--- src/sbb_pkg.sv ---
// shared constants, types and helpers for the row box blur
package sbb_pkg;

  localparam int MAX_RADIUS_DEF   = 63;
  localparam int RING_DEPTH_DEF   = 128;
  localparam int CHANNEL_BITS_DEF = 16;

  localparam int NUM_LANES = 4;
  localparam int CNT_W     = 7;
  localparam logic [CNT_W-1:0] COUNT_MAX = 7'd127;

  localparam int RAD_W     = 6;
  localparam int RECIP_W   = 25;
  localparam int FRAC_BITS = 24;
  localparam logic [RAD_W-1:0]   RADIUS_RESET = 6'd1;
  localparam logic [RECIP_W-1:0] RECIP_RESET  = 25'd5592405;

  localparam int APB_DW = 32;
  localparam int APB_AW = 3;

  typedef enum logic [0:0] {
    REG_RADIUS,
    REG_RECIP
  } reg_idx_t;

  typedef enum logic [1:0] {
    ST_IDLE,
    ST_SUM,
    ST_HOLD
  } ctrl_state_t;

  // tag travelling alongside each ring read
  typedef struct packed {
    logic en;
    logic first;
    logic last;
    logic use_fp;
  } rd_tag_t;

  function automatic int eff_rmax(input int max_radius, input int ring_depth);
    int half;
    half = (ring_depth - 1) / 2;
    return (max_radius < half) ? max_radius : half;
  endfunction

endpackage

--- src/sbb_lane.sv ---
// one colour channel: window accumulate, scale, round and saturate
module sbb_lane #(
  parameter int CH_W  = sbb_pkg::CHANNEL_BITS_DEF,
  parameter int SUM_W = 23
) (
  input  logic                        clk,
  input  logic                        rst,
  input  sbb_pkg::rd_tag_t            tag,
  input  logic [CH_W-1:0]             din,
  input  logic [sbb_pkg::RECIP_W-1:0] recip,
  input  logic                        loaded,
  output logic                        valid,
  output logic [CH_W-1:0]             res
);
  import sbb_pkg::*;

  localparam int PROD_W = SUM_W + RECIP_W;
  localparam int Q_W    = PROD_W + 1 - FRAC_BITS;
  localparam logic [PROD_W:0] ROUND_BIAS = (PROD_W+1)'(1) << (FRAC_BITS - 1);

  logic [SUM_W-1:0]  acc;
  logic              done;
  logic [PROD_W-1:0] prod;
  logic [PROD_W:0]   rounded;
  logic [Q_W-1:0]    q;

  always_ff @(posedge clk) begin
    if (tag.en) begin
      acc <= tag.first ? SUM_W'(din) : acc + SUM_W'(din);
    end
    if (done) begin
      prod <= PROD_W'(acc) * PROD_W'(recip);
    end
  end

  always_ff @(posedge clk) begin
    if (rst) begin
      done  <= 1'b0;
      valid <= 1'b0;
    end else begin
      done <= tag.en && tag.last;
      if (done) begin
        valid <= 1'b1;
      end else if (loaded) begin
        valid <= 1'b0;
      end
    end
  end

  assign rounded = (PROD_W+1)'(prod) + ROUND_BIAS;
  assign q       = rounded[PROD_W:FRAC_BITS];
  assign res     = (|q[Q_W-1:CH_W]) ? '1 : q[CH_W-1:0];
endmodule

--- config.mk ---
export PLATFORM = sky130hd
export DESIGN_NAME = sbb_lane
export DESIGN_NICKNAME = d
export VERILOG_FILES = /design/src/sbb_pkg.sv /design/src/sbb_lane.sv
export SDC_FILE = /design/constraint.sdc
export NUM_CORES = 1
export LEC_CHECK = 0
export BUFFER_PORTS_ARGS = -buffer_cell sky130_fd_sc_hd__buf_2
export CAP_MARGIN = 20
export CORE_AREA = 2 2 142 282
export CTS_CLUSTER_DIAMETER = 80
export CTS_CLUSTER_SIZE = 30
export DETAILED_ROUTE_END_ITERATION = 16
export DIE_AREA = 0 0 144 284
export HOLD_SLACK_MARGIN = 0.15
export PLACE_DENSITY_LB_ADDON = 0.3
export RECOVER_POWER = 50
export SLEW_MARGIN = 20
export SYNTH_ARGS = -nofsm -noshare
export SYNTH_HDL_FRONTEND = slang
export SYNTH_SLANG_ARGS = --single-unit
export TNS_END_PERCENT = 1
--- constraint.sdc ---
create_clock -name clk -period 10.8 [get_ports clk]
set_clock_uncertainty 0.05 [all_clocks]
set_input_delay 2.16 -clock clk [delete_from_list [all_inputs] [get_ports clk]]
set_output_delay 2.16 -clock clk [all_outputs]
set_load 0.02 [all_outputs]
==> results_dict.tcl <==
set metrics [dict create \
    crit_required_ns 10.82 \
    dr.first_iter.drc_count 824 \
    post-route-drc-count 0 \
    dpl_cell_area_mm2 0.0218 \
    grt_pass1_vias 18400 \
    core_area_mm2 0.0387 \
    cts_root_buf "clkbuf_16" \
    crit_path_max_fanout 23 \
    cts_hold_buf 0 \
    diodes 0 \
    met3_usage_pct 2.73 \
    rows 102 \
    synth_top_cell_by_area "fa_1" \
    syn-num-nets 3044 \
    die_area_mm2 0.0409 \
    cp-end-kind "register" \
    synth_seq_area_share_pct 7.05 \
    crit_chain "buf_2 -> nand2_1 -> fa_1 -> fa_1 -> inv_1 -> fa_1 -> fa_1 -> fa_1 -> fa_1 -> inv_1 -> fa_1 -> inv_1 -> ha_1 -> and4_1 -> nand3_1 -> a2111oi_2 -> nor2_1 -> o31ai_1 -> a21oi_1 -> o21bai_1 -> xor2_1" \
    area_growth_pct 4.41 \
    nets 3031 \
    yosys_register_bits 50 \
    drive_above_1_share_pct 4.75 \
    chipHeight_um 284 \
    port_buffers 63 \
    drv_cap 0 \
    cts.sinks 50 \
    critPathLaunchType "input pin" \
    fin_crit_sh_pct 86.2 \
    grt_max_degree 36 \
    grt_util_all_layers_pct 30.5 \
    whs_ns 0.455 \
    crit_type "input pin to register" \
    syn-instance-count 2328 \
    yosys_most_used_dff "edfxtp_1" \
    worst-slew-pin-transition_ns 1.44 \
    rsz0062_at_grt "false" \
    hold_class "register to register" \
    yosys-top-cells-area "fa_1 46%, ha_1 11%, inv_1 9.8%, and2_1 7.4%, nand2_1 6.9%" \
    yosysTopAreaCellShare_pct 45.7 \
    fillers 3511 \
    status "complete, no violations" \
    grt_pass1_wl_mm 94.3 \
    synth_edf_count 48 \
    max_freq_mhz 107 \
    crit_top_cell "fa_1" \
    setup_viol 0 \
    drt_first_pass_iters 7 \
    cpPeakStageDelay_ns 0.70 \
    slew_headroom_pct 3.98 \
    dp_hpwl_mm 45.8 \
    avgSynthCellArea_um2 9.02 \
    overflow 0 \
    synth_common_cells "546 x inv_1, 480 x fa_1, 387 x nand2_1, 248 x and2_1, 188 x ha_1" \
    grt-busiest-layer "met2" \
    vias 16200 \
    synth_cell_types 58 \
    yosysWarningCount 0 \
    slew_violations 0 \
    start_util_pct 54.3 \
    post-place-ws_ns 1.33 \
    io_pins 65 \
    post-cts-setup-buffers 0 \
    cts_resized 0 \
    clk_latency_ns 0.29 \
    hold_viol_final 0 \
    crit_slowest_cell "a2111oi_2" \
    die_w_um 144 \
    ant_nets 0 \
    wl_per_cell_um 20.8 \
    synthArstFlopShare_pct 0 \
    fin_setup_tns_ns 0 \
    finalCriticalPeriod_ns 9.31 \
    cp_data_arrival_time_ns 9.32 \
    clock_path_buffers 2 \
    yosysMostFrequentCell "inv_1" \
    setup_ws_ns 1.49 \
    place_congestion 0.919 \
    final_area_mm2 0.0219 \
    grtUsageMet1_pct 29.5 \
    vias_per_cell 5.70 \
    antenna_found_initial 0 \
    wirelength_mm 59.0 \
    synthesis.area_mm2 0.0210 \
    ff2ff_setup_slack_ns 2.73 \
    clk_pin_slew_ns 0.07 \
    cts_buffers 5 \
    cts_tree "yes" \
    met2_usage_pct 57.8 \
    cts-htree-levels 2 \
]
[stage by stage]
step | instances | utilization (%)
floorplan | 2328 | -
global placement | 2827 | 56.3
detailed placement | 2827 | 56.3
CTS | 2835 | 56.7
global route | 2836 | 56.7
finish | 2836 | 56.7
[metal layers]
layer  part of all wire, %  vias to the layer above  routed length, um
met5                     0                        -                  0
met2                    56                      618              32900
li1                      -                     6849                  -
met1                    30                     8351              17700
met3                   4.1                      335               2390
met4                    10                        0               6020
[cell usage in the layout, fill, tap and decap left out, drive strengths merged, types with 11 or more instances in the layout]
cell type	count
inv	546
fa	480
nand2	387
and2	248
ha	188
buf	90
edfxtp	48
a21oi	42
o21ai	36
nor2	35
xnor2	31
xor2	26
nor3	15
nand4	12
a21o	11
[critical path: cells and delay by family]
kind | cells | cell delay [ns]
AOI/OAI and AO/OA | 4 | 1.56
xor gates and xnor gates | 1 | 0.35
adders and majority gates | 8 | 3.88
buffers and inverters | 4 | 0.70
and+or+nand+nor | 4 | 0.65
[worst paths after layout]
kind | from | to | depth (start not counted)
max | recip[12] | prod[30]$_DFFE_PP_ | 21
min | valid$_SDFFE_PP0P_ | valid$_SDFFE_PP0P_ | 2
max reg2reg | acc[15]$_DFFE_PP_ | prod[30]$_DFFE_PP_ | 23
min reg2reg | valid$_SDFFE_PP0P_ | valid$_SDFFE_PP0P_ | 2
[registers in the layout, summed over array words and instances (netlist names)]
register	count
acc	23
done	1
prod	25
valid	1
[cell families (layout without fill, tap and decap cells)]
logic type / Yosys count / count (layout) / synth area share, %
AO/OA/AOI/OAI: 143 / 143 / 4.43
XOR/XNOR: 57 / 57 / 2.38
buffers and inverters: 660 / 648 / 11.8
adder cells (fa/ha/maj): 668 / 668 / 56.9
multiplexers: 4 / 4 / 0.208
flip-flops: 50 / 50 / 7.05
AND/OR/NAND/NOR: 746 / 746 / 17.2
[layout make-up]
class	instances	area [um2]	share of cell area, %
Multi-Input combinational cell	1618	17000	77.7
Inverter	546	2050	9.34
Sequential cell	50	1480	6.75
Tap cell	520	651	2.97
Timing Repair Buffer	94	563	2.57
Clock buffer	5	125	0.570
Clock inverter	3	16.3	0.0742
Power is left out: the tool's default activity adds up to more than one toggle a clock period on the data nets, which glitch-free logic cannot reach.
