--- src/sbb_pkg.sv ---
// shared constants, types and helpers for the row box blur
package sbb_pkg;

  localparam int MAX_RADIUS_DEF   = 63;
  localparam int RING_DEPTH_DEF   = 128;
  localparam int CHANNEL_BITS_DEF = 16;

  localparam int NUM_LANES = 4;
  localparam int CNT_W     = 7;
  localparam logic [CNT_W-1:0] COUNT_MAX = 7'd127;

  localparam int RAD_W     = 6;
  localparam int RECIP_W   = 25;
  localparam int FRAC_BITS = 24;
  localparam logic [RAD_W-1:0]   RADIUS_RESET = 6'd1;
  localparam logic [RECIP_W-1:0] RECIP_RESET  = 25'd5592405;

  localparam int APB_DW = 32;
  localparam int APB_AW = 3;

  typedef enum logic [0:0] {
    REG_RADIUS,
    REG_RECIP
  } reg_idx_t;

  typedef enum logic [1:0] {
    ST_IDLE,
    ST_SUM,
    ST_HOLD
  } ctrl_state_t;

  // tag travelling alongside each ring read
  typedef struct packed {
    logic en;
    logic first;
    logic last;
    logic use_fp;
  } rd_tag_t;

  function automatic int eff_rmax(input int max_radius, input int ring_depth);
    int half;
    half = (ring_depth - 1) / 2;
    return (max_radius < half) ? max_radius : half;
  endfunction

endpackage

--- src/sbb_ctrl.sv ---
// row bookkeeping and window read sequencer
module sbb_ctrl #(
  parameter int MAX_RADIUS = sbb_pkg::MAX_RADIUS_DEF,
  parameter int RING_DEPTH = sbb_pkg::RING_DEPTH_DEF
) (
  input  logic                          clk,
  input  logic                          rst,
  input  logic                          accept,
  input  logic                          row_end,
  input  logic [sbb_pkg::RAD_W-1:0]     radius,
  input  logic                          loaded,
  output logic                          ready,
  output logic                          first_we,
  output logic [$clog2(RING_DEPTH)-1:0] waddr,
  output logic [$clog2(RING_DEPTH)-1:0] raddr,
  output logic                          rd_en,
  output sbb_pkg::rd_tag_t              tag,
  output logic                          res_last
);
  import sbb_pkg::*;

  localparam int AW   = $clog2(RING_DEPTH);
  localparam int RMAX = eff_rmax(MAX_RADIUS, RING_DEPTH);
  localparam logic [RAD_W-1:0] RMAX_V    = RAD_W'(RMAX);
  localparam logic [AW-1:0]    SLOT_LAST = AW'(RING_DEPTH - 1);
  localparam logic [CNT_W:0]   DEPTH_V   = (CNT_W+1)'(RING_DEPTH);

  ctrl_state_t state, state_next;

  logic [CNT_W-1:0]        seen;
  logic [AW-1:0]           slot;
  logic [CNT_W-1:0]        cur_x;
  logic [AW-1:0]           cur_slot;
  logic                    cur_end;
  logic [RAD_W-1:0]        cur_r;
  logic [RAD_W-1:0]        cen;
  logic signed [CNT_W:0]   age;
  logic [CNT_W-1:0]        rem;
  logic                    first_rd;
  logic [RAD_W-1:0]        r_eff;
  logic [RAD_W-1:0]        c0;
  logic                    need_out;
  logic                    more;
  logic [CNT_W-1:0]        age_clamp;
  logic [CNT_W:0]          addr_sum;

  assign r_eff     = (radius > RMAX_V) ? RMAX_V : radius;
  assign c0        = (row_end && (seen < CNT_W'(r_eff))) ? seen[RAD_W-1:0] : r_eff;
  assign need_out  = row_end || (seen >= CNT_W'(r_eff));
  assign more      = cur_end && (cen != '0);
  assign age_clamp = age[CNT_W] ? '0 : age[CNT_W-1:0];
  assign addr_sum  = (CNT_W+1)'(cur_slot) + DEPTH_V - (CNT_W+1)'(age_clamp);
  assign raddr     = (addr_sum >= DEPTH_V) ? AW'(addr_sum - DEPTH_V) : AW'(addr_sum);
  assign waddr     = slot;
  assign first_we  = (seen == '0);
  assign res_last  = cur_end && (cen == '0);

  always_comb begin
    state_next = state;
    unique case (state)
      ST_IDLE: begin
        if (accept && need_out) begin
          state_next = ST_SUM;
        end
      end
      ST_SUM: begin
        if (rem == '0) begin
          state_next = ST_HOLD;
        end
      end
      ST_HOLD: begin
        if (loaded) begin
          state_next = more ? ST_SUM : ST_IDLE;
        end
      end
      default: state_next = ST_IDLE;
    endcase
  end

  always_comb begin
    ready = (state == ST_IDLE);
    rd_en = (state == ST_SUM);
  end

  always_ff @(posedge clk) begin
    if (rst) begin
      state <= ST_IDLE;
      seen  <= '0;
      slot  <= '0;
      tag   <= '0;
    end else begin
      state <= state_next;
      if (accept) begin
        if (row_end) begin
          seen <= '0;
          slot <= '0;
        end else begin
          seen <= (seen < COUNT_MAX) ? seen + 1'b1 : seen;
          slot <= (slot == SLOT_LAST) ? '0 : slot + 1'b1;
        end
      end
      tag <= '{en: rd_en, first: first_rd, last: (rem == '0), use_fp: (age_clamp > cur_x)};
    end
  end

  // window walk: ages from c+r down to c-r, clamped at the newest pixel
  always_ff @(posedge clk) begin
    if (state == ST_IDLE && accept) begin
      cur_x    <= seen;
      cur_slot <= slot;
      cur_end  <= row_end;
      cur_r    <= r_eff;
      cen      <= c0;
      age      <= (CNT_W+1)'(c0) + (CNT_W+1)'(r_eff);
      rem      <= CNT_W'({r_eff, 1'b0});
      first_rd <= 1'b1;
    end else if (state == ST_SUM) begin
      age      <= age - (CNT_W+1)'(1);
      rem      <= rem - 1'b1;
      first_rd <= 1'b0;
    end else if (state == ST_HOLD && loaded && more) begin
      cen      <= cen - 1'b1;
      age      <= (CNT_W+1)'(cen) + (CNT_W+1)'(cur_r) - (CNT_W+1)'(1);
      rem      <= CNT_W'({cur_r, 1'b0});
      first_rd <= 1'b1;
    end
  end
endmodule

--- config.mk ---
export PLATFORM = sky130hd
export DESIGN_NAME = sbb_ctrl
export DESIGN_NICKNAME = d
export VERILOG_FILES = /design/src/sbb_pkg.sv /design/src/sbb_ctrl.sv
export SDC_FILE = /design/constraint.sdc
export NUM_CORES = 1
export LEC_CHECK = 0
export BUFFER_PORTS_ARGS = -buffer_cell sky130_fd_sc_hd__buf_2
export CAP_MARGIN = 20
export CELL_PAD_IN_SITES_DETAIL_PLACEMENT = 0
export CELL_PAD_IN_SITES_GLOBAL_PLACEMENT = 1
export CORE_ASPECT_RATIO = 1.1
export CORE_MARGIN = 5
export CORE_UTILIZATION = 43
export CTS_CLUSTER_SIZE = 28
export DETAILED_ROUTE_END_ITERATION = 12
export PLACE_DENSITY_LB_ADDON = 0.05
export SLEW_MARGIN = 20
export SYNTH_ARGS = -nofsm -noshare
export SYNTH_HDL_FRONTEND = slang
export SYNTH_SLANG_ARGS = --single-unit
export TNS_END_PERCENT = 50
--- constraint.sdc ---
create_clock -name clk -period 2.95 [get_ports clk]
set_input_delay 0.295 -clock clk [delete_from_list [all_inputs] [get_ports clk]]
set_output_delay 0.295 -clock clk [all_outputs]
set_load 0.005 [all_outputs]
==> results of run 1 <==
per-stage QoR:
stage / utilization, % / power, mW / setup WS, ps / hold WS, ps / cell area (µm²)
after floorplan: - / 1.64 / 1.15 / 394 / 4260
after global placement: 48.7 / 1.88 / -147 / 470 / 4740
after detailed placement: 48.7 / 1.88 / -218 / 486 / 4740
after CTS: 51.4 / 2.73 / 9.89 / 228 / 5010
after global routing: 52.1 / 2.90 / -74.2 / 252 / 5080
final: 52.1 / 2.71 / 46.7 / 256 / 5080
cell type report:
class / instances / area (µm²)
Timing Repair Buffer: 65 / 412
Tap cell: 120 / 150
Inverter: 59 / 221
Clock inverter: 6 / 65.1
Multi-Input combinational cell: 314 / 2410
Sequential cell: 63 / 1670
Fill cell: 929 / 4670
Clock buffer: 10 / 149
metal layers:
layer  global-route usage, %  vias to the layer above
met1                    25.6                     1613
met5                       0                        -
met4                    6.05                        0
li1                        -                     1689
met3                    3.61                       13
met2                    28.3                       52
flip-flops by register name (all words and copies together), names as in the netlist:
register / flops
first_rd: 1
cur_end: 1
age: 8
cur_x: 7
cur_slot: 7
rem: 7
state: 2
cur_r: 6
cen: 6
waddr: 7
seen: 7
tag: 4
timing repair:
action | CTS | global route
hold endpoints to repair | 0 | 0
hold buffers | 0 | 0
resized for setup | 8 | 14
endpoints found under the setup margin | 4 | 5
pin swaps | 4 | 5
setup buffers | 2 | 0
how the worst min path moves through the flow:
| stage | start | endpoint | cells after the start |
|---|---|---|---|
| after floorplan | row_end | cur_end$_DFFE_PP_ | 0 |
| after global placement | first_rd$_SDFFE_PP1P_ | tag[2]$_SDFF_PP0_ | 1 |
| after detailed placement | first_rd$_SDFFE_PP1P_ | tag[2]$_SDFF_PP0_ | 1 |
| after CTS | loaded | state[1]$_SDFFE_PP0P_ | 4 |
| after global routing | row_end | cur_end$_DFFE_PP_ | 2 |
| final | loaded | state[1]$_SDFFE_PP0P_ | 4 |
logic make-up (layout without fill, tap and decap cells):
kind of cell             Yosys count  count (layout)  share of synthesized area (%)
AO/OA/AOI/OAI                     91              91                           13.5
XOR/XNOR                          29              29                           6.00
adder cells (fa/ha/maj)           46              46                           14.1
buffers and inverters             73             140                           6.68
flip-flops                        63              63                           39.5
multiplexers                      12              12                           3.13
AND/OR/NAND/NOR                  136             136                           17.1
critical path, delay by kind of cell, from the launching register on:
| kind | cells | cell delay (ps) |
|---|---|---|
| multiplexers | 1 | 320 |
| AND/OR/NAND/NOR | 3 | 470 |
| adder cells (fa/ha/maj) | 2 | 420 |
| AO/OA/AOI/OAI | 5 | 910 |
| flip-flops | 1 | 370 |
| buffers and inverters | 1 | 160 |
cell usage after synthesis, types with 2 or more instances:
| library cell | n |
|---|---|
| inv_1 | 58 |
| ha_1 | 43 |
| edfxtp_1 | 41 |
| nor2_1 | 38 |
| a21oi_1 | 30 |
| nand2_1 | 29 |
| o21ai_0 | 27 |
| dfxtp_1 | 22 |
| xnor2_1 | 18 |
| nand2b_1 | 12 |
| clkbuf_1 | 11 |
| xor2_1 | 11 |
| mux2_2 | 10 |
| nor2b_1 | 10 |
| nor3_1 | 9 |
| nand3_1 | 8 |
| nand3b_1 | 4 |
| nand4_1 | 4 |
| nor4_1 | 4 |
| o211ai_1 | 4 |
| a211oi_1 | 3 |
| a21boi_0 | 3 |
| a21o_1 | 3 |
| and3_1 | 3 |
| fa_1 | 3 |
| nor3b_1 | 3 |
| o21a_1 | 3 |
| o31ai_1 | 3 |
| a211o_1 | 2 |
| a311o_1 | 2 |
| and4_1 | 2 |
| buf_4 | 2 |
| mux2i_1 | 2 |
| nand4b_1 | 2 |
| nor4b_1 | 2 |
power breakdown:
part	leakage (nW)	internal, mW	switching [mW]
sequential	0.588	1.04	0.0688
clock	0.110	0.444	0.374
combinational	1.50	0.370	0.420
total	2.20	1.85	0.863
placed cells by master (no fill, tap or decap), types with 4 or more instances in the layout:
master / count
nand2_1: 28
dfxtp_1: 21
buf_4: 32
a21oi_2: 4
nand2b_1: 11
nor3_1: 9
mux2_2: 8
a21oi_1: 27
edfxtp_1: 41
xor2_1: 11
inv_1: 56
o21ai_0: 23
buf_2: 32
o211ai_1: 4
clkbuf_8: 9
nand3b_1: 4
nand4_1: 4
ha_4: 6
nand3_1: 8
nor2_1: 38
nor4_1: 4
nor2b_1: 10
ha_1: 37
xnor2_1: 18
==> metrics.txt, run 1 <==
Die Footprint 11900 µm²; Final Skew 9.29 ps; largest net degree at the start of global routing 24; first-pass GRT wire length 17100 µm; CP startpoint seen[5]$_SDFFE_PP0P_; number of synthesized flops with an enable pin 41; TritonCTS clock tree yes; Peak supply drop ~0.26 mV; worst reg2reg path depth 12; pwr dens roughly 530 nW/µm²; unrepaired setup endpoints after global routing true; Synth area leaders edfxtp_1 29%, ha_1 13%, dfxtp_1 10%, inv_1 5.1%, xnor2_1 3.7%; setup TNS 0 ps; drt pass-1 iters 4; sequential element share of the synthesized area about two fifths; clock transition at the registers of the reported paths around 80 ps; area added between synthesis and finish 20.0%; Rows 38; CP max stage delay roughly 370 ps; Slew HR a little under a third; number of max-cap violations 0; die height around 110 µm; worst slew pin tran between 1000 and 1500 ps; Final Critical Period 2900 ps; Chip Width about 100 µm; fraction of registers with async set/reset 0%; Avg Inst Size Synth 9.41 µm²; gp weighted congestion ~0.87; port buffer count 32; Iter 0 DRT Violations roughly 140; Final Setup Violations 0; worst hold path type primary input to register; DR DRC count 0; Syn Nets just over 500; Max FO, Critical Path 5; CTS Buf Count 9; status finished, final reports clean; Synth Flop Type edfxtp_1; reg2reg start seen[5]$_SDFFE_PP0P_; Post-Syn Area roughly 4200 µm²; fin cells 637; top cell type by total area after synthesis edfxtp_1; vias per inst around 5.3; Final nets roughly 570; GRT Util Overall a little under a fifth; highest clock rate 344 MHz; WL met3 ~380 µm; Pleak 2.20 nW; Worst setup endpoint age[6]$_DFFE_PP_; crit-path most repeated cell ha_4; Placed Instances ~620; M1 wire length approximately 5000 µm; Ys Warns 0; Clock Latency Late Sink ~360 ps; CTS Root Cell clkbuf_8; Tcrit/Tclk final between 90% and 100%; Netlist cell types 54; wire per inst around 16 µm; Post-DP HPWL around 7900 µm; CP Launch Type register; Worst setup EP type register; worst reg2reg endpoint age[6]$_DFFE_PP_; CP required a little over 3000 ps; share of cells above drive strength 1 22.8%; post-synthesis instance total 450; Synth top area share between 20% and 30%; vias in the first global route around 3300; wire length on met2 4810 µm; clock buffer depth 2; I/O Pins 33; Final Hold Viols 0; Routed WL 10500 µm; Initial Utilization between 40% and 50%; initial antenna violation count 0; Antenna Diode Count 0; critical-path cell list ha_4 -> a211oi_2 -> nand2_2 -> nor3_4 -> buf_6 -> mux2_4 -> ha_4 -> nor2b_1 -> o31a_1 -> o21a_1 -> o32ai_2 -> a21oi_1; Via Count ~3400; R2R setup slack about 47 ps; Worst EP arrival 2990 ps; highest routed layer met4; clock sink count 63; Post-DRT Antenna Nets 0; Crit Path Class register to register; H-tree levels 3; Crit-path slowest cell dfxtp_2; total gr overflow 0; synthesized flop and latch total 63; core area 9750 µm²; max-slew violations 0
No activity file was read; power rests on OpenSTA's default activity.
==> inputs of run 2 (changes only) <==
Settings changed: ABC_AREA set to 1, CORE_UTILIZATION 43 to 35, RECOVER_POWER set to 50.
==> metrics.txt, run 2 <==
status finished, final reports clean (unchanged); Antenna Diode Count 0 (unchanged); fraction of registers with async set/reset 0% (unchanged); number of max-cap violations 0 (unchanged); wire per inst 15.0 µm (was 16.4 µm); Tcrit/Tclk final 92.6% (was 98.4%); worst slew pin tran 1050 ps (was 1040 ps); Reg with most FFs age (unchanged); vias per inst 4.67 (was 5.29); post-synthesis instance total 511 (was 450); highest routed layer met4 (unchanged); Final Critical Period 2730 ps (was 2900 ps); Rows 41 (was 38); worst hold path type primary input to register (unchanged); Avg Inst Size Synth 8.19 µm² (was 9.41 µm²); top cell type by total area after synthesis edfxtp_1 (unchanged); Final nets 617 (was 569); Crit Path Class register to register (unchanged); Post-Syn Area 4180 µm² (was 4230 µm²); area of the multi-input gates 2100 µm² (was 2410 µm²); Netlist cell types 36 (was 54); Synth Flop Type edfxtp_1 (unchanged); Max FO, Critical Path 8 (was 5); Peak supply drop 0.484 mV (was 0.262 mV); mux share of post-synthesis cell area 0% (was 3.13%); CP max stage delay 320 ps (was 370 ps); port buffer count 32 (unchanged); commonest non-fill, non-tap cells in the layout 94 x inv_1, 92 x nand2_1, 43 x nor2_1 (was 56 x inv_1, 41 x edfxtp_1, 38 x nor2_1); top cells by count, synth 94 x inv_1, 91 x nand2_1, 45 x nor2_1, 43 x ha_1, 41 x edfxtp_1 (was 58 x inv_1, 43 x ha_1, 41 x edfxtp_1, 38 x nor2_1, 30 x a21oi_1); FILL cells 1260 (was 929); Final Skew 7.57 ps (was 9.29 ps); gp weighted congestion 0.805 (was 0.874); Pleak 2.24 nW (was 2.20 nW); M1 wire length 5520 µm (was 5130 µm); Synth Area in Compound Gates 12.1% (was 13.5%); setup TNS 0 ps (unchanged); Post-DRT Antenna Nets 0 (unchanged); clock sink count 63 (unchanged); CP required 3020 ps (was 3040 ps); hold-fix buffers at CTS 0 (unchanged); Post-DP HPWL 8490 µm (was 7950 µm); Syn Nets 568 (was 507); WL met3 375 µm (was 383 µm); Pwr Total 4.92 mW (was 2.71 mW); critical-path cell list ha_1 -> nand2_1 -> nand2_1 -> a21oi_2 -> nand2_2 -> nor2_4 -> buf_4 -> o21ai_2 -> ha_1 -> inv_1 -> fa_1 -> inv_1 -> a31oi_1 -> nor2_1 -> nor2_1 -> nor2_1 -> o21ai_0 -> nand2_1 (was ha_4 -> a211oi_2 -> nand2_2 -> nor3_4 -> buf_6 -> mux2_4 -> ha_4 -> nor2b_1 -> o31a_1 -> o21a_1 -> o32ai_2 -> a21oi_1); GRT Util Overall 15.8% (was 18.2%); main combinational cell family by area after synthesis simple AND/OR/NAND/NOR gates (unchanged); Initial Utilization 36.1% (was 43.4%); CTS Buf Count 9 (unchanged); FF+latch area 1670 µm² (about the same); post-synthesis simple-gate area fraction 18.6% (was 17.1%); max-slew violations 0 (unchanged); Final Setup Violations 0 (unchanged); Final Hold Viols 0 (unchanged); synthesized flop and latch total 63 (unchanged); Hold WS 231 ps (was 256 ps); initial antenna violation count 0 (unchanged); clock transition at the registers of the reported paths 60 ps (was 80 ps); DR DRC count 0 (unchanged); top-count cell post-synth inv_1 (unchanged); Crit-path slowest cell dfxtp_1 (was dfxtp_2); total gr overflow 0 (unchanged); vias in the first global route 3251 (was 3311); clock buffer depth 2 (unchanged); Ys Warns 0 (unchanged); final core utilization 42.3% (was 52.1%); largest net degree at the start of global routing 30 (was 24); area added between synthesis and finish 17.3% (was 20.0%); TritonCTS clock tree yes (unchanged); Worst EP arrival 2810 ps (was 2990 ps); sequential element share of the synthesized area 40.0% (was 39.5%); CP Launch Type register (unchanged); worst reg2reg path depth 18 (was 12); Synth top area share 29.4% (was 29.1%); Post-Synth XOR/XNOR Area 4.82% (was 6.00%); die height 125 µm (was 114 µm); hold depth 1 (was 4); Die Footprint 14200 µm² (was 11900 µm²); share of cells above drive strength 1 12.0% (was 22.8%); Clock Latency Late Sink 330 ps (was 360 ps); Slew HR 29.7% (was 30.1%); Worst setup EP type register (unchanged); first-pass GRT wire length 17200 µm (was 17100 µm); highest clock rate 366 MHz (was 344 MHz); I/O Pins 33 (unchanged); Routed WL 10700 µm (was 10500 µm); max reg flops 8 (unchanged); Chip Width 114 µm (was 105 µm); wire length on met2 4680 µm (was 4810 µm); core area 11600 µm² (was 9750 µm²); CTS Root Cell clkbuf_16 (was clkbuf_8); Via Count 3339 (was 3367); number of synthesized flops with an enable pin 41 (unchanged); H-tree levels 3 (unchanged); pwr dens 1000 nW/µm² (was 534 nW/µm²); adder and majority gate portion of the synthesized area 14.3% (was 14.1%); most common cell after layout, fill and taps aside inv_1 (unchanged); Synth area leaders edfxtp_1 29%, ha_1 13%, dfxtp_1 11%, inv_1 8.4%, nand2_1 8.2% (was edfxtp_1 29%, ha_1 13%, dfxtp_1 10%, inv_1 5.1%, xnor2_1 3.7%); Iter 0 DRT Violations 147 (was 141); drt pass-1 iters 4 (unchanged)
==> run 2: power by group <==
part           total, mW  switching [mW]  internal (mW)
logic               2.31            1.40          0.917
registers           1.49           0.167           1.32
clock network       1.12           0.396          0.729
total               4.92            1.96           2.97
==> run 2: cell type report <==
class | instances | share of cell area, %
clock buffers | 12 | 5.46
well taps | 150 | 3.82
clock inverters | 4 | 1.02
multi-input cells | 338 | 42.8
repair buffers | 54 | 5.68
flip-flops and latches | 63 | 34.1
inverters | 94 | 7.19
==> run 2: kinds of logic (layout without fill, tap and decap cells) <==
group,count (synthesis),after routing
buffers and inverters,110,164
flip-flops,63,63
AO/OA/AOI/OAI,88,88
adder cells (fa/ha/maj),46,46
AND/OR/NAND/NOR,181,181
XOR/XNOR,23,23
==> run 2: metal layers <==
metal | global-route usage (%) | vias to the layer above
li1 | - | 1777
met1 | 23.0 | 1505
met2 | 23.4 | 49
met3 | 1.85 | 8
met4 | 6.71 | 0
met5 | 0 | -
==> run 2: critical path, delay by kind of cell (launching register included) <==
kind	cells	cell delay [ps]
flops	1	320
compound gates	4	490
buf+inv	3	270
fa+ha+maj	3	690
simple gates	8	700
==> run 2: repair_timing <==
action | CTS | global route
setup buffers | 0 | 4
endpoints found under the setup margin | 0 | 2
resized for setup | 0 | 4
==> run 2: final timing paths <==
check                                          end  slack, ps             startpoint
worst max-delay path              age[6]$_DFFE_PP_        220   seen[4]$_SDFFE_PP0P_
worst min-delay path            cur_r[3]$_DFFE_PP_        230              radius[3]
worst max register to register    age[6]$_DFFE_PP_        220   seen[4]$_SDFFE_PP0P_
worst min register to register   tag[2]$_SDFF_PP0_        430  first_rd$_SDFFE_PP1P_
==> run 2: per-stage QoR <==
step / instances / setup WS (ps) / area (µm²)
finish: 715 / 218 / 4910
global route: 715 / -14.0 / 4910
CTS: 711 / 151 / 4920
detailed placement: 695 / 23.1 / 4610
global placement: 695 / 83.4 / 4610
floorplan: 511 / 355 / 4180
