<file path="src/sbb_pkg.sv">
// shared constants, types and helpers for the row box blur
package sbb_pkg;

  localparam int MAX_RADIUS_DEF   = 63;
  localparam int RING_DEPTH_DEF   = 128;
  localparam int CHANNEL_BITS_DEF = 16;

  localparam int NUM_LANES = 4;
  localparam int CNT_W     = 7;
  localparam logic [CNT_W-1:0] COUNT_MAX = 7'd127;

  localparam int RAD_W     = 6;
  localparam int RECIP_W   = 25;
  localparam int FRAC_BITS = 24;
  localparam logic [RAD_W-1:0]   RADIUS_RESET = 6'd1;
  localparam logic [RECIP_W-1:0] RECIP_RESET  = 25'd5592405;

  localparam int APB_DW = 32;
  localparam int APB_AW = 3;

  typedef enum logic [0:0] {
    REG_RADIUS,
    REG_RECIP
  } reg_idx_t;

  typedef enum logic [1:0] {
    ST_IDLE,
    ST_SUM,
    ST_HOLD
  } ctrl_state_t;

  // tag travelling alongside each ring read
  typedef struct packed {
    logic en;
    logic first;
    logic last;
    logic use_fp;
  } rd_tag_t;

  function automatic int eff_rmax(input int max_radius, input int ring_depth);
    int half;
    half = (ring_depth - 1) / 2;
    return (max_radius < half) ? max_radius : half;
  endfunction

endpackage

</file>
<file path="src/sbb_pix_out_if.sv">
// output pixel channel
interface sbb_pix_out_if #(
  parameter int CH_W = sbb_pkg::CHANNEL_BITS_DEF
) ();
  logic            valid;
  logic            ready;
  logic [CH_W-1:0] red_out;
  logic [CH_W-1:0] green_out;
  logic [CH_W-1:0] blue_out;
  logic [CH_W-1:0] alpha_out;
  logic            last_of_row;

  modport source (
    output valid, red_out, green_out, blue_out, alpha_out, last_of_row,
    input  ready
  );

  modport sink (
    input  valid, red_out, green_out, blue_out, alpha_out, last_of_row,
    output ready
  );
endinterface

</file>
<file path="src/sbb_merge.sv">
// joins the four lane results into one output beat register
module sbb_merge #(
  parameter int CH_W = sbb_pkg::CHANNEL_BITS_DEF
) (
  input  logic                                    clk,
  input  logic                                    rst,
  input  logic [sbb_pkg::NUM_LANES-1:0]           lane_valid,
  input  logic [sbb_pkg::NUM_LANES-1:0][CH_W-1:0] lane_res,
  input  logic                                    res_last,
  output logic                                    loaded,
  sbb_pix_out_if.source                           pix_out
);
  assign loaded = (&lane_valid) && (!pix_out.valid || pix_out.ready);

  always_ff @(posedge clk) begin
    if (rst) begin
      pix_out.valid <= 1'b0;
    end else if (loaded) begin
      pix_out.valid <= 1'b1;
    end else if (pix_out.ready) begin
      pix_out.valid <= 1'b0;
    end
  end

  always_ff @(posedge clk) begin
    if (loaded) begin
      pix_out.red_out     <= lane_res[0];
      pix_out.green_out   <= lane_res[1];
      pix_out.blue_out    <= lane_res[2];
      pix_out.alpha_out   <= lane_res[3];
      pix_out.last_of_row <= res_last;
    end
  end
endmodule

</file>
<file path="src/flat_wrapper.sv">
// flat-port wrapper written by rule: the top's interface ports become plain ports
module sbb_merge_flat 
#(
  parameter int CH_W = sbb_pkg::CHANNEL_BITS_DEF
)
  (clk, rst, lane_valid, lane_res, res_last, loaded, pix_out_valid, pix_out_red_out, pix_out_green_out, pix_out_blue_out, pix_out_alpha_out, pix_out_last_of_row, pix_out_ready);
  sbb_pix_out_if #(.CH_W(CH_W)) pix_out_i ();
  input  logic clk;
  input  logic rst;
  input  logic [sbb_pkg::NUM_LANES-1:0] lane_valid;
  input  logic [sbb_pkg::NUM_LANES-1:0][CH_W-1:0] lane_res;
  input  logic res_last;
  output logic loaded;
  output wire logic [$bits(pix_out_i.valid)-1:0] pix_out_valid;
  output wire logic [$bits(pix_out_i.red_out)-1:0] pix_out_red_out;
  output wire logic [$bits(pix_out_i.green_out)-1:0] pix_out_green_out;
  output wire logic [$bits(pix_out_i.blue_out)-1:0] pix_out_blue_out;
  output wire logic [$bits(pix_out_i.alpha_out)-1:0] pix_out_alpha_out;
  output wire logic [$bits(pix_out_i.last_of_row)-1:0] pix_out_last_of_row;
  input wire logic [$bits(pix_out_i.ready)-1:0] pix_out_ready;
  assign pix_out_valid = pix_out_i.valid;
  assign pix_out_red_out = pix_out_i.red_out;
  assign pix_out_green_out = pix_out_i.green_out;
  assign pix_out_blue_out = pix_out_i.blue_out;
  assign pix_out_alpha_out = pix_out_i.alpha_out;
  assign pix_out_last_of_row = pix_out_i.last_of_row;
  assign pix_out_i.ready = pix_out_ready;
  sbb_merge #(.CH_W(CH_W)) u_core (.clk(clk), .rst(rst), .lane_valid(lane_valid), .lane_res(lane_res), .res_last(res_last), .loaded(loaded), .pix_out(pix_out_i));
endmodule
</file>
<file path="config.mk">
export PLATFORM = sky130hd
export DESIGN_NAME = sbb_merge_flat
export DESIGN_NICKNAME = d
export VERILOG_FILES = /design/src/sbb_pkg.sv /design/src/sbb_pix_out_if.sv /design/src/sbb_merge.sv /design/src/flat_wrapper.sv
export SDC_FILE = /design/constraint.sdc
export NUM_CORES = 1
export LEC_CHECK = 0
export ABC_AREA = 1
export BUFFER_PORTS_ARGS = -buffer_cell sky130_fd_sc_hd__buf_2
export CAP_MARGIN = 40
export CORE_UTILIZATION = 40
export CTS_CLUSTER_DIAMETER = 60
export DETAILED_ROUTE_END_ITERATION = 6
export PLACE_DENSITY = 0.88
export SLEW_MARGIN = 0
export SYNTH_ARGS = -nofsm -noshare
export SYNTH_HDL_FRONTEND = slang
export SYNTH_SLANG_ARGS = --single-unit
export TNS_END_PERCENT = 20
</file>
<file path="constraint.sdc">
create_clock -name clk -period 6.9 [get_ports clk]
set_input_delay 0.69 -clock clk [delete_from_list [all_inputs] [get_ports clk]]
set_output_delay 0.69 -clock clk [all_outputs]
set_load 0.03 [all_outputs]
</file>
==> results of run 1 <==
[path summary, 6_finish.rpt]
kind	startpoint	to	slack [ns]
worst max-delay path	lane_valid[2]	loaded	4.57
worst min-delay path	rst	u_core.pix_out.valid	0.53
worst max register to register	u_core.pix_out.valid	u_core.pix_out.green_out[6]	5.54
worst min register to register	u_core.pix_out.valid	u_core.pix_out.valid	0.60
[synthesized netlist by cell type]
| cell | n |
|---|---|
| edfxtp_1 | 65 |
| nor2_1 | 3 |
| nand2_1 | 2 |
| dfxtp_1 | 1 |
| inv_1 | 1 |
| nor2_2 | 1 |
| nor3_1 | 1 |
[metrics by stage]
stage / utilization, % / area (sq um) / hold WS (ns) / worst slack (ns) / power, mW
finish: 61.7 / 2950 / 0.533 / 4.57 / 0.746
global route: 61.7 / 2950 / 0.511 / 4.48 / 0.776
CTS: 61.7 / 2950 / 0.517 / 4.55 / 0.757
detailed placement: 58.5 / 2800 / 0.579 / 4.55 / 0.504
global placement: 58.5 / 2800 / 0.560 / 4.58 / 0.503
floorplan: - / 2010 / 0.692 / 0.432 / 0.478
[layout by cell type (no fill, tap or decap), drive strengths merged]
cell / Yosys / layout
nor3: 1 / 1
nand2: 2 / 2
nor2: 4 / 4
buf: 0 / 140
dfxtp: 1 / 1
clkinv: 0 / 5
clkbuf: 0 / 11
inv: 1 / 1
edfxtp: 65 / 65
[worst register-to-register path, cell delays in order (launching register included)]
cell and delay [ns]:
dfxtp_1 0.32, inv_1 0.06, nor2_2 0.04, nor3_2 0.12, buf_4 0.44
[layer usage]
| layer | GRT usage, % | vias to the layer above | wire length (um) |
|---|---|---|---|
| met5 | 0 | - | 0 |
| met4 | 11.8 | 0 | 67 |
| met3 | 5.94 | 7 | 332 |
| met2 | 23.3 | 83 | 1900 |
| met1 | 17.6 | 553 | 1580 |
| li1 | - | 594 | - |
[sequential cells by signal, indices dropped and copies added (netlist names)]
name                        count
u_core.pix_out.alpha_out       16
u_core.pix_out.blue_out        16
u_core.pix_out.green_out       16
u_core.pix_out.red_out         16
u_core.pix_out.last_of_row      1
u_core.pix_out.valid            1
[logic make-up after synthesis]
| kind of cell | Yosys count |
|---|---|
| buffers and inverters | 1 |
| flip-flops | 66 |
| AND/OR/NAND/NOR | 7 |
[where the power goes]
group | internal [mW] | switching (mW) | total (mW)
combinational | 0.0189 | 0.0255 | 0.0444
clock | 0.125 | 0.126 | 0.251
sequential | 0.449 | 0.00154 | 0.451
total | 0.593 | 0.153 | 0.746
[final cells by class]
class                           count  share of cell area [%]
Clock buffer                       11                    4.45
Clock inverter                      5                   0.720
Inverter                            1                   0.127
Multi-Input combinational cell      7                    1.19
Sequential cell                    66                    66.8
Tap cell                           67                    2.84
Timing Repair Buffer              140                    23.9
==> flow_summary.toml, run 1 <==
[outcome]
status = "completed"

[cts]
clkLatencyLatePin_ns = 0.32
post_cts_buffers = 0
cts_tree = "done"
path_clk_slew_ns = 0.06
clockBufferDepth = 2
hold_buffers = 0
numCtsBuffers = 9
clock_sinks = 66
cts_max_level = 3
post_cts_resize_count = 0
root_buffer = "clkbuf_8"

[timing]
final_max_slew_viol_count = 0
tightest_slew_ns = 0.466
fin_skew_ns = 0.00567
fmax_mhz = 429
maxSlewHeadroom_pct = 68.9
fin_tns_setup_ns = 0
rsz0062_at_grt = "false"
fin_crit_sh_pct = 33.8
setup_viol = 0
fin_crit_ns = 2.33
finalHoldViolCount = 0

[placement]
dp_cells = 281
place_congestion = 0.692
hpwl_mm = 2.92
numPortBuffers = 138

[die]
pin_count = 139
rows = 25
start_util_pct = 41.9
die_h_um = 72.8
die_area_sq_um = 5300
fp.coreArea_sq_um = 4790
die_w_um = 72.8

[finish]
fillers = 370
ff_latch_area_sq_um = 1970
area_growth_pct = 47.2
nets = 297
multi_input_area_sq_um = 35.0
finalNonFillerCells = 297
layout-drive-gt1-share_pct = 66.5
diodes = 0

[logic_synthesis]
synthXorXnorAreaFrac_pct = 0
syn_inst = 74
synthSimpleGateAreaFrac_pct = 1.50
syn_nets = 146
synth_top_family_by_area = "simple AND/OR/NAND/NOR gates"
syn_avg_cell_area_sq_um = 27.1
ys_seq_elements = 66
yosysWarnings = 0
yosysSeqAreaShare_pct = 98.3
synthTopCellsByArea = "edfxtp_1 97%, dfxtp_1 1.0%, nor2_1 0.56%"
synthMuxAreaShare_pct = 0
synth_top_area_share_pct = 97.3
syn-cell-area_sq_um = 2010
synth.distinct_cells = 7
synthAdderAreaFrac_pct = 0
synth_compound_area_share_pct = 0
synth_top_area_cell = "edfxtp_1"

[critical_path]
cp_top_family = "buffers and inverters"
arrival_ns = 1.64
worstSetupStartpointType = "input port"
critPathBufInv = 3
cp_cell_sequence = "buf_2, nand2_1, nor3_2, buf_4, buf_2"
worst-path-stages = 5
path_class = "input port to output pin"
max_stage_delay_ns = 0.34
r2r_cells = 4
critPathSlowestCell = "buf_4"
crit_path_end_kind = "output pin"
required_ns = 6.21
worst_path_most_repeated_cell = "buf_2"
crit_fanout = 27

[detailed_routing]
drc = 0
post_drt_wl_per_cell_um = 13.1
vias = 1237
wl_mm = 3.88
vias_per_cell = 4.16
firstDrtPassIters = 4
drtIter0Drc = 28
antenna_left = 0

[hold_path]
worstHoldPathCells = 2
hold_class = "input port to flip-flop"

[power]
peakVddDrop_v = 0.000164
p_per_area_nw_per_um2 = 253
p_leak_nw = 1.25

[grt]
grt_overflow_total = 0
antenna_found_initial = 0
grt_pass1_wl_mm = 5.43
grt_pass1_vias = 1162
grt_max_degree = 40
grt.total_usage_pct = 15.3

[run]
maxCapViolations = 0
Power figures use the tool's default switching activity.
==> run 2: changes to the inputs <==
--- a/config.mk
+++ b/config.mk
@@ -8,10 +8,10 @@
 export ABC_AREA = 1
 export BUFFER_PORTS_ARGS = -buffer_cell sky130_fd_sc_hd__buf_2
 export CAP_MARGIN = 40
-export CORE_UTILIZATION = 40
+export CORE_UTILIZATION = 36
 export CTS_CLUSTER_DIAMETER = 60
 export DETAILED_ROUTE_END_ITERATION = 6
-export PLACE_DENSITY = 0.88
+export PLACE_DENSITY = 0.84
 export SLEW_MARGIN = 0
 export SYNTH_ARGS = -nofsm -noshare
 export SYNTH_HDL_FRONTEND = slang
==> constraint.sdc (replaced) <==
create_clock -name clk -period 2 [get_ports clk]
set_input_delay 0.2 -clock clk [delete_from_list [all_inputs] [get_ports clk]]
set_output_delay 0.2 -clock clk [all_outputs]
set_load 0.03 [all_outputs]
==> flow_summary.toml, run 2 (synthesis gave the netlist of run 1 again) <==
[grt]
grt_pass1_wl_mm = 6.15
grt.total_usage_pct = 14.8
grt_overflow_total = 0
grt_max_degree = 35
grt_pass1_vias = 1254
antenna_found_initial = 0

[power]
p_per_area_nw_per_um2 = 907
p_leak_nw = 1.26
peakVddDrop_v = 0.000565
power_mw = 2.74

[placement]
dpl_cell_area_sq_um = 2830
place_congestion = 0.695
numPortBuffers = 138
hpwl_mm = 2.98

[detailed_routing]
vias = 1232
drc = 0
post_drt_wl_per_cell_um = 13.4
wl_mm = 4.05
wl_met3_um = 472
dr_wl_met2_mm = 2.03
highest_layer = "met4"
vias_per_cell = 4.09
antenna_left = 0
drtIter0Drc = 52
wl_met1_mm = 1.46
firstDrtPassIters = 4

[finish]
fillers = 424
diodes = 0
nets = 298
layout-drive-gt1-share_pct = 68.0
area_growth_pct = 50.7
final_common_cell = "buf_2"
final_cell_area_sq_um = 3020
layout_common_cells = "138 x buf_2, 65 x edfxtp_1, 9 x clkbuf_8, 3 x nor2_1"

[die]
fp.coreArea_sq_um = 5240
start_util_pct = 38.3
rows = 26
die_area_sq_um = 5870
pin_count = 139
die_h_um = 76.6
die_w_um = 76.6

[timing]
finalHoldViolCount = 0
rsz0062_at_grt = "false"
fin_crit_ns = 1.66
setup_viol = 0
tightest_slew_ns = 0.392
fmax_mhz = 602
maxSlewHeadroom_pct = 73.9
fin_skew_ns = 0.00813
fin_crit_sh_pct = 83.0
final_max_slew_viol_count = 0

[critical_path]
worstSetupStartpointType = "flip-flop"
crit_start = "u_core.pix_out.valid"
crit_fanout = 34
arrival_ns = 1.46
reg2reg_from = "u_core.pix_out.valid"
required_ns = 1.80
crit_path_end_kind = "output pin"
path_class = "flip-flop to output pin"

[cts]
cts_max_level = 3
clkLatencyLatePin_ns = 0.33
post_cts_buffers = 0
clockBufferDepth = 2
hold_buffers = 1
path_clk_slew_ns = 0.07
clock_sinks = 66
cts_tree = "done"
root_buffer = "clkbuf_8"
post_cts_resize_count = 0
numCtsBuffers = 9

[run]
maxCapViolations = 0

[hold_path]
hp-start = "lane_res[26]"
hold_class = "input port to flip-flop"

[outcome]
status = "completed"
run 2: layer usage:
metal / global-route usage (%) / vias up
li1: - / 598
met5: 0 / -
met4: 8.65 / 0
met3: 7.66 / 9
met2: 23.8 / 86
met1: 15.6 / 539
run 2: cell type report:
class / instances / area [sq um] / area share [%]
Sequential cell: 66 / 1980 / 65.4
Timing Repair Buffer: 141 / 728 / 24.1
Clock buffer: 10 / 128 / 4.22
Tap cell: 70 / 87.6 / 2.90
Clock inverter: 6 / 57.6 / 1.90
Multi-Input combinational cell: 7 / 41.3 / 1.37
Inverter: 1 / 3.75 / 0.124
run 2: worst paths after layout:
path | endpoint | slack (ns) | cells past startpoint
setup / recovery | loaded | 0.34 | 5
hold reg to reg | u_core.pix_out.valid | 0.60 | 4
setup reg to reg | u_core.pix_out.alpha_out[11] | 0.58 | 4
hold / removal | u_core.pix_out.green_out[10] | 0.04 | 1
run 2: worst max-delay path, cell delays in order, from the launching register on:
cell and delay, ns:
dfxtp_4 0.34, inv_2 0.04, nor2_2 0.05, nor3_4 0.22, buf_12 0.24, buf_2 0.23
run 2: report_power, final:
group	switching [mW]	leakage, nW	internal [mW]	total, mW
Combinational	0.0901	0.577	0.0681	0.158
Clock	0.464	0.0874	0.565	1.03
Sequential	0.00518	0.599	1.55	1.55
Total	0.560	1.26	2.18	2.74
run 2: through the flow:
step           setup slack, ns  setup TNS [ns]  util (%)  hold slack [ns]  std cells
6_report                 0.339               0      57.7           0.0430        301
4_1_cts                  0.317               0      57.7           0.0248        301
2_1_floorplan           -0.680          -44.67         -            0.263         74
5_1_grt                  0.245               0      57.7           0.0205        301
3_3_place_gp             0.622               0      54.0            0.348        284
3_5_place_dp             0.583               0      54.0            0.350        284
==> run 3: changes to the inputs <==
==> constraint.sdc (replaced) <==
create_clock -name clk -period 1.4 [get_ports clk]
set_input_delay 0.14 -clock clk [delete_from_list [all_inputs] [get_ports clk]]
set_output_delay 0.14 -clock clk [all_outputs]
set_load 0.03 [all_outputs]
==> flow_summary.toml, run 3 (synthesis gave the netlist of run 1 again) <==
[timing]
fmax_mhz = 705
fin_crit_sh_pct = 101
fin_crit_ns = 1.42
fin_skew_ns = 0.00985
tightest_slew_ns = 0.294
final_max_slew_viol_count = 0
maxSlewHeadroom_pct = 80.3
fin_tns_setup_ns = -0.0184
finalHoldViolCount = 0
setup_viol = 1
setup_ws_ns = -0.0184
rsz0062_at_grt = "true"

[cts]
clkLatencyLatePin_ns = 0.34
path_clk_slew_ns = 0.07
numCtsBuffers = 9
root_buffer = "clkbuf_8"
clockBufferDepth = 2
cts_max_level = 3
clock_sinks = 66
cts_tree = "done"

[run]
maxCapViolations = 0

[finish]
layout_common_cells = "137 x buf_2, 66 x dlygate4sd3_1, 65 x edfxtp_1, 9 x clkbuf_8, 3 x nor2_1"
final_core_util_pct = 72.5
layout-drive-gt1-share_pct = 54.0
fillers = 322
diodes = 0
nets = 367
final_common_cell = "buf_2"
area_growth_pct = 89.2

[die]
fp.coreArea_sq_um = 5240
start_util_pct = 38.3
die_area_sq_um = 5870
die_h_um = 76.6
die_w_um = 76.6
pin_count = 139
rows = 26

[critical_path]
reg2reg_from = "u_core.pix_out.valid"
arrival_ns = 1.28
worstSetupStartpointType = "flip-flop"
r2r_slack_ns = 0.04
required_ns = 1.26
path_class = "flip-flop to output pin"
r2r_end = "u_core.pix_out.alpha_out[7]"
crit_fanout = 2
r2r_cells = 5
crit_path_end_kind = "output pin"

[hold_path]
worstHoldPathCells = 4
hp-start = "pix_out_ready"
holdPathEnd = "u_core.pix_out.valid"
hold_class = "input port to flip-flop"

[grt]
grt_max_degree = 25
grt_pass1_wl_mm = 9.34
grt_pass1_vias = 1788
grt.total_usage_pct = 22.6
antenna_found_initial = 0
grt_overflow_total = 0

[detailed_routing]
vias = 1612
antenna_left = 0
wl_mm = 6.14
vias_per_cell = 4.36
drc = 0
post_drt_wl_per_cell_um = 16.6
drtIter0Drc = 70
firstDrtPassIters = 4

[power]
seqPwrFrac_pct = 51.4
clkPwrFrac_pct = 39.3
peakVddDrop_v = 0.000867
p_per_area_nw_per_um2 = 1140
p_leak_nw = 1.59
switching_share_pct = 20.6
pwr-share-comb_pct = 9.3
p_int_mw = 3.43
p_sw_mw = 0.889

[placement]
numPortBuffers = 138
place_congestion = 0.706
hpwl_mm = 3.09

[outcome]
status = "finished with violations"
violations = "setup timing"
## run 3: changes by cell type in the layout (fill, tap and decap cells not counted)
cell,before,now
clkinv_2,1,2
inv_2,1,0
dlygate4sd3_1,1,66
nor2_2,1,0
buf_2,138,137
clkinv_1,2,1
bufinv_16,1,2
nor2_4,0,1
inv_4,0,1
buf_8,0,2
clkinvlp_4,2,1
buf_16,0,2
buf_6,0,1
## run 3: area by class of cell
type | instances | area (sq um) | area share [%]
flip-flops and latches | 66 | 1980 | 52.1
clock buffers | 10 | 128 | 3.36
clock inverters | 6 | 81.3 | 2.14
inverters | 1 | 6.26 | 0.165
well taps | 70 | 87.6 | 2.31
repair buffers | 210 | 1470 | 38.7
multi-input cells | 7 | 46.3 | 1.22
## run 3: worst max-delay path, cell delays in order, from the launching register on
cell,delay [ns]
dfxtp_4,0.35
inv_4,0.05
nor2_4,0.04
nor3_4,0.24
buf_12,0.15
buf_8,0.11
## run 3: how the worst max path moves through the flow
stage | from | end | slack [ns]
finish | u_core.pix_out.valid | loaded | -0.02
global placement | u_core.pix_out.valid | loaded | 0.11
detailed placement | u_core.pix_out.valid | loaded | 0.05
CTS | u_core.pix_out.valid | u_core.pix_out.green_out[6] | 0.005
floorplan | u_core.pix_out.valid | u_core.pix_out.alpha_out[0] | -1.28
global route | u_core.pix_out.valid | loaded | -0.05
## run 3: power groups by stage
stage	Combinational, mW	Sequential (mW)	Clock (mW)
final	0.401	2.22	1.70
after CTS	0.383	2.22	1.70
after global routing	0.425	2.22	1.81
after floorplan	0.0209	2.33	0
after global placement	0.219	2.26	0
after detailed placement	0.226	2.26	0
## run 3: per-stage QoR
stage,power [mW],worst slack [ns],cell area (sq um),cells,hold slack [ns]
6_report,4.32,-0.0184,3790,370,0.166
5_1_grt,4.46,-0.0526,3790,370,0.173
4_1_cts,4.30,0.00500,3770,370,0.120
2_1_floorplan,2.35,-1.28,2020,74,0.203
3_5_place_dp,2.49,0.0549,2830,284,0.299
3_3_place_gp,2.48,0.113,2830,284,0.289
## run 3: routing by layer
layer | vias to the layer above | wire length (um) | track usage [%]
met1 | 752 | 2270 | 25.1
met5 | - | 0 | 0
met2 | 109 | 3190 | 37.9
li1 | 735 | - | -
met3 | 16 | 506 | 8.14
met4 | 0 | 172 | 11.7
## run 3: repair_timing
action / in CTS / in global routing
setup endpoints to repair: 1 / 30
buffers inserted: 2 / 0
gates resized for setup: 2 / 8
pin swaps: 1 / 0
hold endpoints to repair: 66 / 0
gates cloned: 2 / 0
hold buffers: 66 / 0
